**config.mk**
```make
export PLATFORM = sky130hd
export DESIGN_NAME = lkec_ctrl
export DESIGN_NICKNAME = d
export VERILOG_FILES = /design/src/design/lkec_pkg.sv /design/src/design/lkec_ctrl.sv
export SDC_FILE = /design/constraint.sdc
export NUM_CORES = 1
export LEC_CHECK = 0
export ABC_CLOCK_PERIOD_IN_PS = 4600
export BUFFER_PORTS_ARGS = -buffer_cell sky130_fd_sc_hd__buf_2
export CAP_MARGIN = 25
export CORE_UTILIZATION = 57
export DETAILED_ROUTE_END_ITERATION = 12
export PLACE_DENSITY = 0.91
export SLEW_MARGIN = 5
export SYNTH_ARGS = -nofsm -noshare
export SYNTH_HDL_FRONTEND = slang
export SYNTH_SLANG_ARGS = --single-unit
```
**constraint.sdc**
```tcl
create_clock -name clk -period 4.6 [get_ports clk]
set_input_delay 0.92 -clock clk [delete_from_list [all_inputs] [get_ports clk]]
set_output_delay 0.92 -clock clk [all_outputs]
set_load 0.1 [all_outputs]
```
**src/design/lkec_pkg.sv**
```systemverilog
// Package with the command codes and controller interface types of the LRU keyed cache.
`default_nettype none
package lkec_pkg;

  localparam logic [1:0] CMD_PUT    = 2'd0;
  localparam logic [1:0] CMD_GET    = 2'd1;
  localparam logic [1:0] CMD_REMOVE = 2'd2;
  localparam logic [1:0] CMD_CLEAR  = 2'd3;

  // Commands from the controller to the datapath.
  typedef struct packed {
    logic load;       // capture the input word and reset the scan state
    logic scan_rd;    // issue a read of the current scan slot
    logic scan_eval;  // evaluate the read data of the previous scan slot
    logic apply;      // commit the decision of the finished scan
    logic upd_rd;     // issue a read for the rank update pass
    logic upd_wr;     // write back the ranks for the update pass
    logic finish;     // load the output register
  } lkec_cmd_t;

  // Status from the datapath to the controller.
  typedef struct packed {
    logic is_clear;
  } lkec_stat_t;

endpackage
`default_nettype wire

```
**src/design/lkec_ctrl.sv**
```systemverilog
// Controller state machine that sequences the scan and rank update passes.
`default_nettype none
module lkec_ctrl #(
  parameter int ENTRIES = 64
) (
  input  wire logic                 clk,
  input  wire logic                 rst,
  input  wire logic                 in_valid,
  output logic                      in_stall,
  input  wire logic                 out_stall,
  output logic                      out_valid,
  input  wire lkec_pkg::lkec_stat_t stat,
  output lkec_pkg::lkec_cmd_t       cmd
);

  localparam int IW = $clog2(ENTRIES);

  typedef enum logic [4:0] {
    ST_IDLE  = 5'b00001,
    ST_SCAN  = 5'b00010,
    ST_APPLY = 5'b00100,
    ST_UPD   = 5'b01000,
    ST_DONE  = 5'b10000
  } state_t;

  state_t        state, state_next;
  logic [IW:0]   cnt, cnt_next;
  logic          rd_pend, rd_pend_next;

  // Next state and command decode.
  always_comb begin
    state_next   = state;
    cnt_next     = cnt;
    rd_pend_next = 1'b0;
    cmd          = '0;
    case (state)
      ST_IDLE: begin
        if (in_valid && !(out_valid && out_stall)) begin
          cmd.load   = 1'b1;
          state_next = ST_SCAN;
          cnt_next   = '0;
        end
      end
      ST_SCAN: begin
        if (stat.is_clear) begin
          state_next = ST_APPLY;
        end else begin
          cmd.scan_eval = rd_pend;
          if (cnt < (IW+1)'(ENTRIES)) begin
            cmd.scan_rd  = 1'b1;
            rd_pend_next = 1'b1;
            cnt_next     = cnt + 1'b1;
          end else begin
            state_next = ST_APPLY;
          end
        end
      end
      ST_APPLY: begin
        cmd.apply  = 1'b1;
        cnt_next   = '0;
        state_next = stat.is_clear ? ST_DONE : ST_UPD;
      end
      ST_UPD: begin
        cmd.upd_wr = rd_pend;
        if (cnt < (IW+1)'(ENTRIES)) begin
          cmd.upd_rd   = 1'b1;
          rd_pend_next = 1'b1;
          cnt_next     = cnt + 1'b1;
        end else begin
          state_next = ST_DONE;
        end
      end
      ST_DONE: begin
        cmd.finish = 1'b1;
        state_next = ST_IDLE;
      end
      default: state_next = ST_IDLE;
    endcase
  end

  always_ff @(posedge clk) begin
    if (rst) begin
      state   <= ST_IDLE;
      cnt     <= '0;
      rd_pend <= 1'b0;
    end else begin
      state   <= state_next;
      cnt     <= cnt_next;
      rd_pend <= rd_pend_next;
    end
  end

  // Output word register handshake.
  always_ff @(posedge clk) begin
    if (rst) begin
      out_valid <= 1'b0;
    end else if (cmd.finish) begin
      out_valid <= 1'b1;
    end else if (!out_stall) begin
      out_valid <= 1'b0;
    end
  end

  assign in_stall = !(state == ST_IDLE) || (out_valid && out_stall);

  a_one_hot: assert property (@(posedge clk) disable iff (rst) $onehot(state))
    else $error("controller state not one-hot");
  a_finish_from_done: assert property (@(posedge clk) disable iff (rst)
    cmd.finish |-> state == ST_DONE) else $error("finish outside done state");
  a_out_valid_rise: assert property (@(posedge clk) disable iff (rst)
    $rose(out_valid) |-> $past(cmd.finish)) else $error("output word without finish");
  a_cnt_bound: assert property (@(posedge clk) disable iff (rst)
    cnt <= (IW+1)'(ENTRIES)) else $error("scan counter out of range");

endmodule
`default_nettype wire

```
==> results of run 1 <==
==> critical path: stages <==
cell	delay [ns]
sky130_fd_sc_hd__buf_2	0.11
sky130_fd_sc_hd__a21bo_2	0.23
sky130_fd_sc_hd__nor4b_4	0.31
sky130_fd_sc_hd__buf_2	0.49
==> kinds of logic after synthesis <==
kind of cell | Yosys count | share of synthesized area
adders and majority gates | 1 | 0.0158
and+or+nand+nor | 50 | 0.391
DFF | 14 | 0.355
xor gates and xnor gates | 1 | 0.0111
AOI/OAI and AO/OA | 25 | 0.211
buffers and inverters | 3 | 0.0158
==> cell type report <==
type | count | area (um^2) | share of cell area
tap | 15 | 18.8 | 0.0208
timing repair buffer | 13 | 65.1 | 0.0722
inverter | 1 | 3.75 | 0.00417
clock buffer | 4 | 36.3 | 0.0403
multi-input combinational | 77 | 497 | 0.551
sequential | 14 | 280 | 0.311
==> sequential cells by signal, summed over array words and instances (netlist names) <==
| register | cells |
|---|---|
| cnt | 7 |
| state | 5 |
| out_valid | 1 |
| rd_pend | 1 |
==> placed cells by master (no fill, tap or decap), drive strengths merged <==
master,netlist,routed
nor2,12,12
o211a,1,1
nand2b,3,3
nand3,3,3
nor3,7,7
o21bai,1,1
a31oi,2,2
nor2b,3,3
clkbuf,1,4
nand3b,1,1
or3b,1,1
a21bo,1,1
or4b,1,1
a211oi,2,2
or3,3,3
nor3b,4,4
o31ai,1,1
a211o,1,1
nor4b,1,1
xor2,1,1
inv,1,1
o22a,1,1
buf,1,13
nand2,7,7
a21oi,5,5
or4,1,1
ha,1,1
o21ai,10,10
and2b,2,2
and2,1,1
dfxtp,14,14
==> synth_stat cells (2+ instances only) <==
master	instances	share of area
sky130_fd_sc_hd__nand3_1	3	0.019
sky130_fd_sc_hd__a21oi_1	4	0.025
sky130_fd_sc_hd__nor2b_1	3	0.024
sky130_fd_sc_hd__nor2_1	12	0.057
sky130_fd_sc_hd__nand2_1	7	0.033
sky130_fd_sc_hd__o21ai_2	2	0.022
sky130_fd_sc_hd__a211oi_1	2	0.019
sky130_fd_sc_hd__nand2b_1	3	0.024
sky130_fd_sc_hd__dfxtp_1	14	0.35
sky130_fd_sc_hd__or3_2	2	0.019
sky130_fd_sc_hd__o21ai_1	7	0.044
sky130_fd_sc_hd__nor3_1	6	0.038
sky130_fd_sc_hd__and2b_1	2	0.019
sky130_fd_sc_hd__nor3b_1	3	0.029
sky130_fd_sc_hd__a31oi_1	2	0.016
==> per-layer routing <==
layer / up-vias / part of all wire
met5: - / 0
li1: 372 / -
met2: 13 / 0.48
met4: 0 / 0.016
met1: 322 / 0.48
met3: 4 / 0.025
==> worst max path at each step <==
stage	startpoint	end	cells past startpoint
after floorplan	stat	cmd[5]	1
after global placement	out_stall	cmd[6]	4
after detailed placement	out_stall	cmd[6]	4
after CTS	out_stall	cmd[6]	4
after global routing	out_stall	cmd[6]	4
final	out_stall	cmd[6]	4
==> metrics by stage <==
stage | cell area (um^2) | util | hold slack [ns] | worst slack, ns | instances
after floorplan | 790 | - | 0.443 | 0.648 | 94
final | 901 | 0.692 | 0.486 | 1.62 | 124
after global routing | 901 | 0.692 | 0.495 | 1.59 | 124
after global placement | 865 | 0.664 | 0.457 | 1.63 | 120
after CTS | 901 | 0.692 | 0.485 | 1.62 | 124
after detailed placement | 865 | 0.664 | 0.475 | 1.62 | 120
==> power breakdown <==
part           switching, W  leakage, nW  internal, W
combinational     0.0000310        0.239    0.0000126
sequential       0.00000284        0.113     0.000123
clock             0.0000428       0.0210    0.0000482
==> run_results.csv, run 1 <==
group,metric,value,unit
sta,final-hold-violation-count,0,
sta,timing.final.max_slew_violations,0,
synthesis,synth_cells,94,
clock_tree,path_clk_slew,0.09,ns
global_routing,grt_antenna_before_repair,0,
global_routing,grt_busiest_layer,"met2",
floorplanning,initial_core_util,0.607,
sta,final.period_utilization,0.648,
sta,fmax,335,MHz
setup_path,r2r_setup_slack,2.90,ns
floorplanning,count_of_pins_on_the_block_boundary,14,
global_routing,grt.met3_usage,0.0520,
final_layout,fillCellCount,109,
sta,post-route-min-period,2.98,ns
final_layout,n_antenna_cell,0,
power,worst_ir_drop_vdd,0.000166,V
global_routing,number_of_global_route_vias_before_repair,626,
synthesis,area_of_the_mapped_netlist,790,um^2
job,max-cap-violations,0,
clock_tree,cts_num_sinks,14,
min_path,hold_end,"cnt[6]",
setup_path,timing.critical_path.from_type,"input port",
status,status,"finished clean",
clock_tree,numCtsBuffers,3,
global_routing,maximum_number_of_pins_on_one_net_before_global_route_repair,15,
place,dp.final_hpwl,1200,um
drt,vias,711,
floorplanning,die-width,39.2,um
setup_path,worst-path-max-fanout,4,
setup_path,worstReg2RegStart,"state[2]",
clock_tree,cts_setup_buffers,0,
setup_path,timing.critical_path.arrival,2.06,ns
sta,tns_setup,0,ns
setup_path,worst_ep_required_time,3.68,ns
final_layout,synth_to_final_area_change,14.1,%
global_routing,track_usage,0.262,
synthesis,synth-seq-area-share,0.355,
synthesis,syn_nets,100,
setup_path,worstRegToRegCells,5,
floorplanning,fp.coreArea,0.00130,mm^2
drt,route.final.wire_length,1670,um
global_routing,grt_overflow,0,
drt,drc_errors,0,
drt,wl_per_cell,13.5,um
setup_path,cp-end-kind,"output pin",
place,gpl.final_weighted_congestion,0.737,
clock_tree,clockBufferDepth,2,
min_path,type_of_the_tightest_min_delay_check,"reg2reg",
synthesis,synth_enable_flop_cells,0,
clock_tree,tritoncts,"built",
synthesis,synth.distinct_cells,37,
global_routing,grt_util_met1,0.322,
drt,dr.pass1.iters,4,
sta,setup_viol_count_final,0,
drt,ant_nets,0,
setup_path,critical_path_class,"in2out",
sta,rsz0062_at_grt,"false",
sta,slew-limit-headroom,0.677,
drt,avgViaCountPerCell,5.73,
floorplanning,floorplan_die_area,0.00154,mm^2
floorplanning,core.rowCount,13,
final_layout,final_layout_size_suffix_gt1_frac,0.275,
synthesis,synth-warning-count,0,
clock_tree,clock_tree.root_cell,"sky130_fd_sc_hd__clkbuf_4",
min_path,hold-path-cell-count,2,
place,buffer_ports.inserted,13,
synthesis,yosys_register_bits,14,
clock_tree,cts_htree_levels,1,
global_routing,globalRouteMet2Util,0.417,
floorplanning,fp.dieH,39.2,um
synthesis,syn_avg_cell_area,8.40,um^2
synthesis,async_flop_share,0,
clock_tree,total_of_hold_buffers_inserted_after_clock_tree_synthesis,0,
sta,worst-slew-pin-transition,0.488,ns
power,p_per_cell_area,289,mW/mm^2
power,power.leakage,0.373,nW
synthesis,synthFlopType,"sky130_fd_sc_hd__dfxtp_1",
drt,first_iter_violations,5,
power,power,0.000260,W
sta,final.setup_skew,0.00250,ns
clock_tree,post_cts_resized,0,
global_routing,wire_length_of_the_first_global_routing_pass,2630,um
clock_tree,clkLatencyLatePin,0.29,ns
setup_path,r2r_end,"cnt[5]",
final_layout,net_total_in_the_final_layout,116,
min_path,holdCritStartpoint,"cnt[5]",
(Power assumes the default switching activity.)
==> inputs of run 2 (changes only) <==
--- a/config.mk
+++ b/config.mk
@@ -5,12 +5,12 @@
 export SDC_FILE = /design/constraint.sdc
 export NUM_CORES = 1
 export LEC_CHECK = 0
-export ABC_CLOCK_PERIOD_IN_PS = 4600
+export ABC_CLOCK_PERIOD_IN_PS = 2950
 export BUFFER_PORTS_ARGS = -buffer_cell sky130_fd_sc_hd__buf_2
 export CAP_MARGIN = 25
-export CORE_UTILIZATION = 57
+export CORE_UTILIZATION = 53
 export DETAILED_ROUTE_END_ITERATION = 12
-export PLACE_DENSITY = 0.91
+export PLACE_DENSITY = 0.86
 export SLEW_MARGIN = 5
 export SYNTH_ARGS = -nofsm -noshare
 export SYNTH_HDL_FRONTEND = slang
==> constraint.sdc (replaced) <==
create_clock -name clk -period 2.95 [get_ports clk]
set_input_delay 0.59 -clock clk [delete_from_list [all_inputs] [get_ports clk]]
set_output_delay 0.59 -clock clk [all_outputs]
set_load 0.1 [all_outputs]
==> run 2 against run 1 <==
Net effect: combinational power grew 58%; wire length fell by 2.5%; first-iteration DRC count is 40% higher; sequential share of layout area about the same; worst setup slack worse by 1.2 ns; cell count shrank 0.81%; power grew 43%; via count is 1.7% higher; utilization shrank 2.4 points; critical path depth down 1; critical path type is now reg2out; largest cell class unchanged; largest power group unchanged.
==> run_results.csv, run 2 (synthesized netlist as in run 1, its figures left out) <==
group,metric,value,unit
sta,fmax,395,MHz
clock_tree,clock_tree.root_cell,"sky130_fd_sc_hd__clkbuf_4",
floorplanning,core.rowCount,13,
drt,wl_per_cell,13.3,um
global_routing,grt_antenna_before_repair,0,
final_layout,n_antenna_cell,0,
setup_path,cpMaxStageDelayCell,"sky130_fd_sc_hd__buf_2",
clock_tree,path_clk_slew,0.08,ns
clock_tree,numCtsBuffers,3,
final_layout,synth_to_final_area_change,14.3,%
job,max-cap-violations,0,
final_layout,multi_input_comb_area,512,um^2
sta,rsz0062_at_grt,"false",
clock_tree,total_of_hold_buffers_inserted_after_clock_tree_synthesis,0,
sta,final.setup_skew,0.00152,ns
sta,worst-slew-pin-transition,0.493,ns
drt,ant_nets,0,
final_layout,largest_register_ffs,7,
place,dp.final_hpwl,1240,um
global_routing,grt_overflow,0,
power,worst_ir_drop_vdd,0.000294,V
global_routing,number_of_global_route_vias_before_repair,588,
drt,drc_errors,0,
setup_path,worst_ep_required_time,2.36,ns
final_layout,net_total_in_the_final_layout,116,
clock_tree,cts_setup_buffers,0,
setup_path,cp-end-kind,"output pin",
floorplanning,count_of_pins_on_the_block_boundary,14,
final_layout,final_layout_size_suffix_gt1_frac,0.296,
global_routing,track_usage,0.229,
sta,final-hold-violation-count,0,
floorplanning,fp.dieH,40.6,um
place,gpl.final_weighted_congestion,0.755,
global_routing,wire_length_of_the_first_global_routing_pass,2420,um
power,p_per_cell_area,412,mW/mm^2
setup_path,critical_path_class,"reg2out",
sta,slew-limit-headroom,0.674,
floorplanning,floorplan_die_area,0.00165,mm^2
setup_path,critical_path.n_buffers_inverters,1,
place,post-place-ws,0.604,ns
floorplanning,die-width,40.6,um
final_layout,sequential_cell_area,280,um^2
setup_path,crit_path_max_incr_delay,0.49,ns
setup_path,worst-path-max-fanout,7,
final_layout,reg.largest.list,"cnt (7), state (5)",
clock_tree,cts_num_sinks,14,
final_layout,layout.cells.most_common_list,"sky130_fd_sc_hd__dfxtp_1 (14), sky130_fd_sc_hd__buf_2 (13), sky130_fd_sc_hd__nor2_1 (12), sky130_fd_sc_hd__nand2_1 (7), sky130_fd_sc_hd__o21ai_1 (7)",
final_layout,largest-register,"cnt",
sta,final.period_utilization,0.858,
status,status,"finished clean",
floorplanning,fp.coreArea,0.00135,mm^2
sta,tns_setup,0,ns
power,power.leakage,0.369,nW
setup_path,critical_path.top_delay_family,"simple AND/OR/NAND/NOR gates",
drt,avgViaCountPerCell,5.88,
setup_path,timing.critical_path.arrival,1.94,ns
min_path,type_of_the_tightest_min_delay_check,"reg2reg",
sta,timing.final.max_slew_violations,0,
sta,setup_viol_count_final,0,
clock_tree,cts_htree_levels,1,
sta,worst_setup_slack_after_layout,0.418,ns
drt,dr.pass1.iters,4,
clock_tree,tritoncts,"built",
global_routing,maximum_number_of_pins_on_one_net_before_global_route_repair,15,
final_layout,mostFrequentLayoutCell,"sky130_fd_sc_hd__dfxtp_1",
drt,route.final.wire_length,1630,um
place,buffer_ports.inserted,13,
setup_path,timing.critical_path.from_type,"register",
drt,first_iter_violations,7,
final_layout,fillCellCount,113,
clock_tree,post_cts_resized,0,
setup_path,cp_cell_sequence,"or3_4, nor4b_4, buf_2",
clock_tree,clockBufferDepth,2,
clock_tree,clkLatencyLatePin,0.28,ns
power,power,0.000371,W
floorplanning,initial_core_util,0.585,
sta,post-route-min-period,2.53,ns
drt,vias,723,
run 2: changes by cell type in the layout (fill, tap and decap cells not counted), sizes merged:
| cell | previous run | this run |
|---|---|---|
| clkbuf | 4 | 3 |
run 2: final timing paths:
check	start	end	slack [ns]	depth (start not counted)
max	state[1]	cmd[6]	0.42	3
min reg2reg	cnt[5]	cnt[6]	0.47	2
max reg2reg	state[1]	cnt[4]	1.24	5
min	cnt[5]	cnt[6]	0.47	2
run 2: area by class of cell:
class | instances | area share
Multi-Input combinational cell | 77 | 0.567
Inverter | 1 | 0.00416
Tap cell | 15 | 0.0208
Sequential cell | 14 | 0.311
Clock buffer | 3 | 0.0250
Timing Repair Buffer | 13 | 0.0721
run 2: per-layer routing:
layer,part of all wire,vias to the layer above,track usage
met5,0,-,0
met4,0.0098,0,0.0750
met3,0.045,4,0.100
met2,0.48,16,0.373
met1,0.47,332,0.267
li1,-,371,-
run 2: metrics by stage:
stage	hold WS, ns	cell area, um^2	util	std cells
floorplan	0.443	805	-	94
global placement	0.458	880	0.652	120
CTS	0.469	902	0.668	123
detailed placement	0.470	880	0.652	120
finish	0.467	902	0.668	123
global route	0.493	902	0.668	123
run 2: where the power goes:
group | total, W | switching [W] | leakage (nW) | internal [W]
Combinational | 0.0000688 | 0.0000491 | 0.242 | 0.0000196
Sequential | 0.000196 | 0.00000446 | 0.113 | 0.000191
Clock | 0.000107 | 0.0000594 | 0.0138 | 0.0000474
Total | 0.000371 | 0.000113 | 0.369 | 0.000258
run 2: worst register-to-register path, stage by stage, from the launching register on:
cell,delay [ns]
sky130_fd_sc_hd__dfxtp_1,0.37
sky130_fd_sc_hd__or3_4,0.44
sky130_fd_sc_hd__nor4b_4,0.36
sky130_fd_sc_hd__o21ai_2,0.19
sky130_fd_sc_hd__o21ai_1,0.16
sky130_fd_sc_hd__o31ai_1,0.08
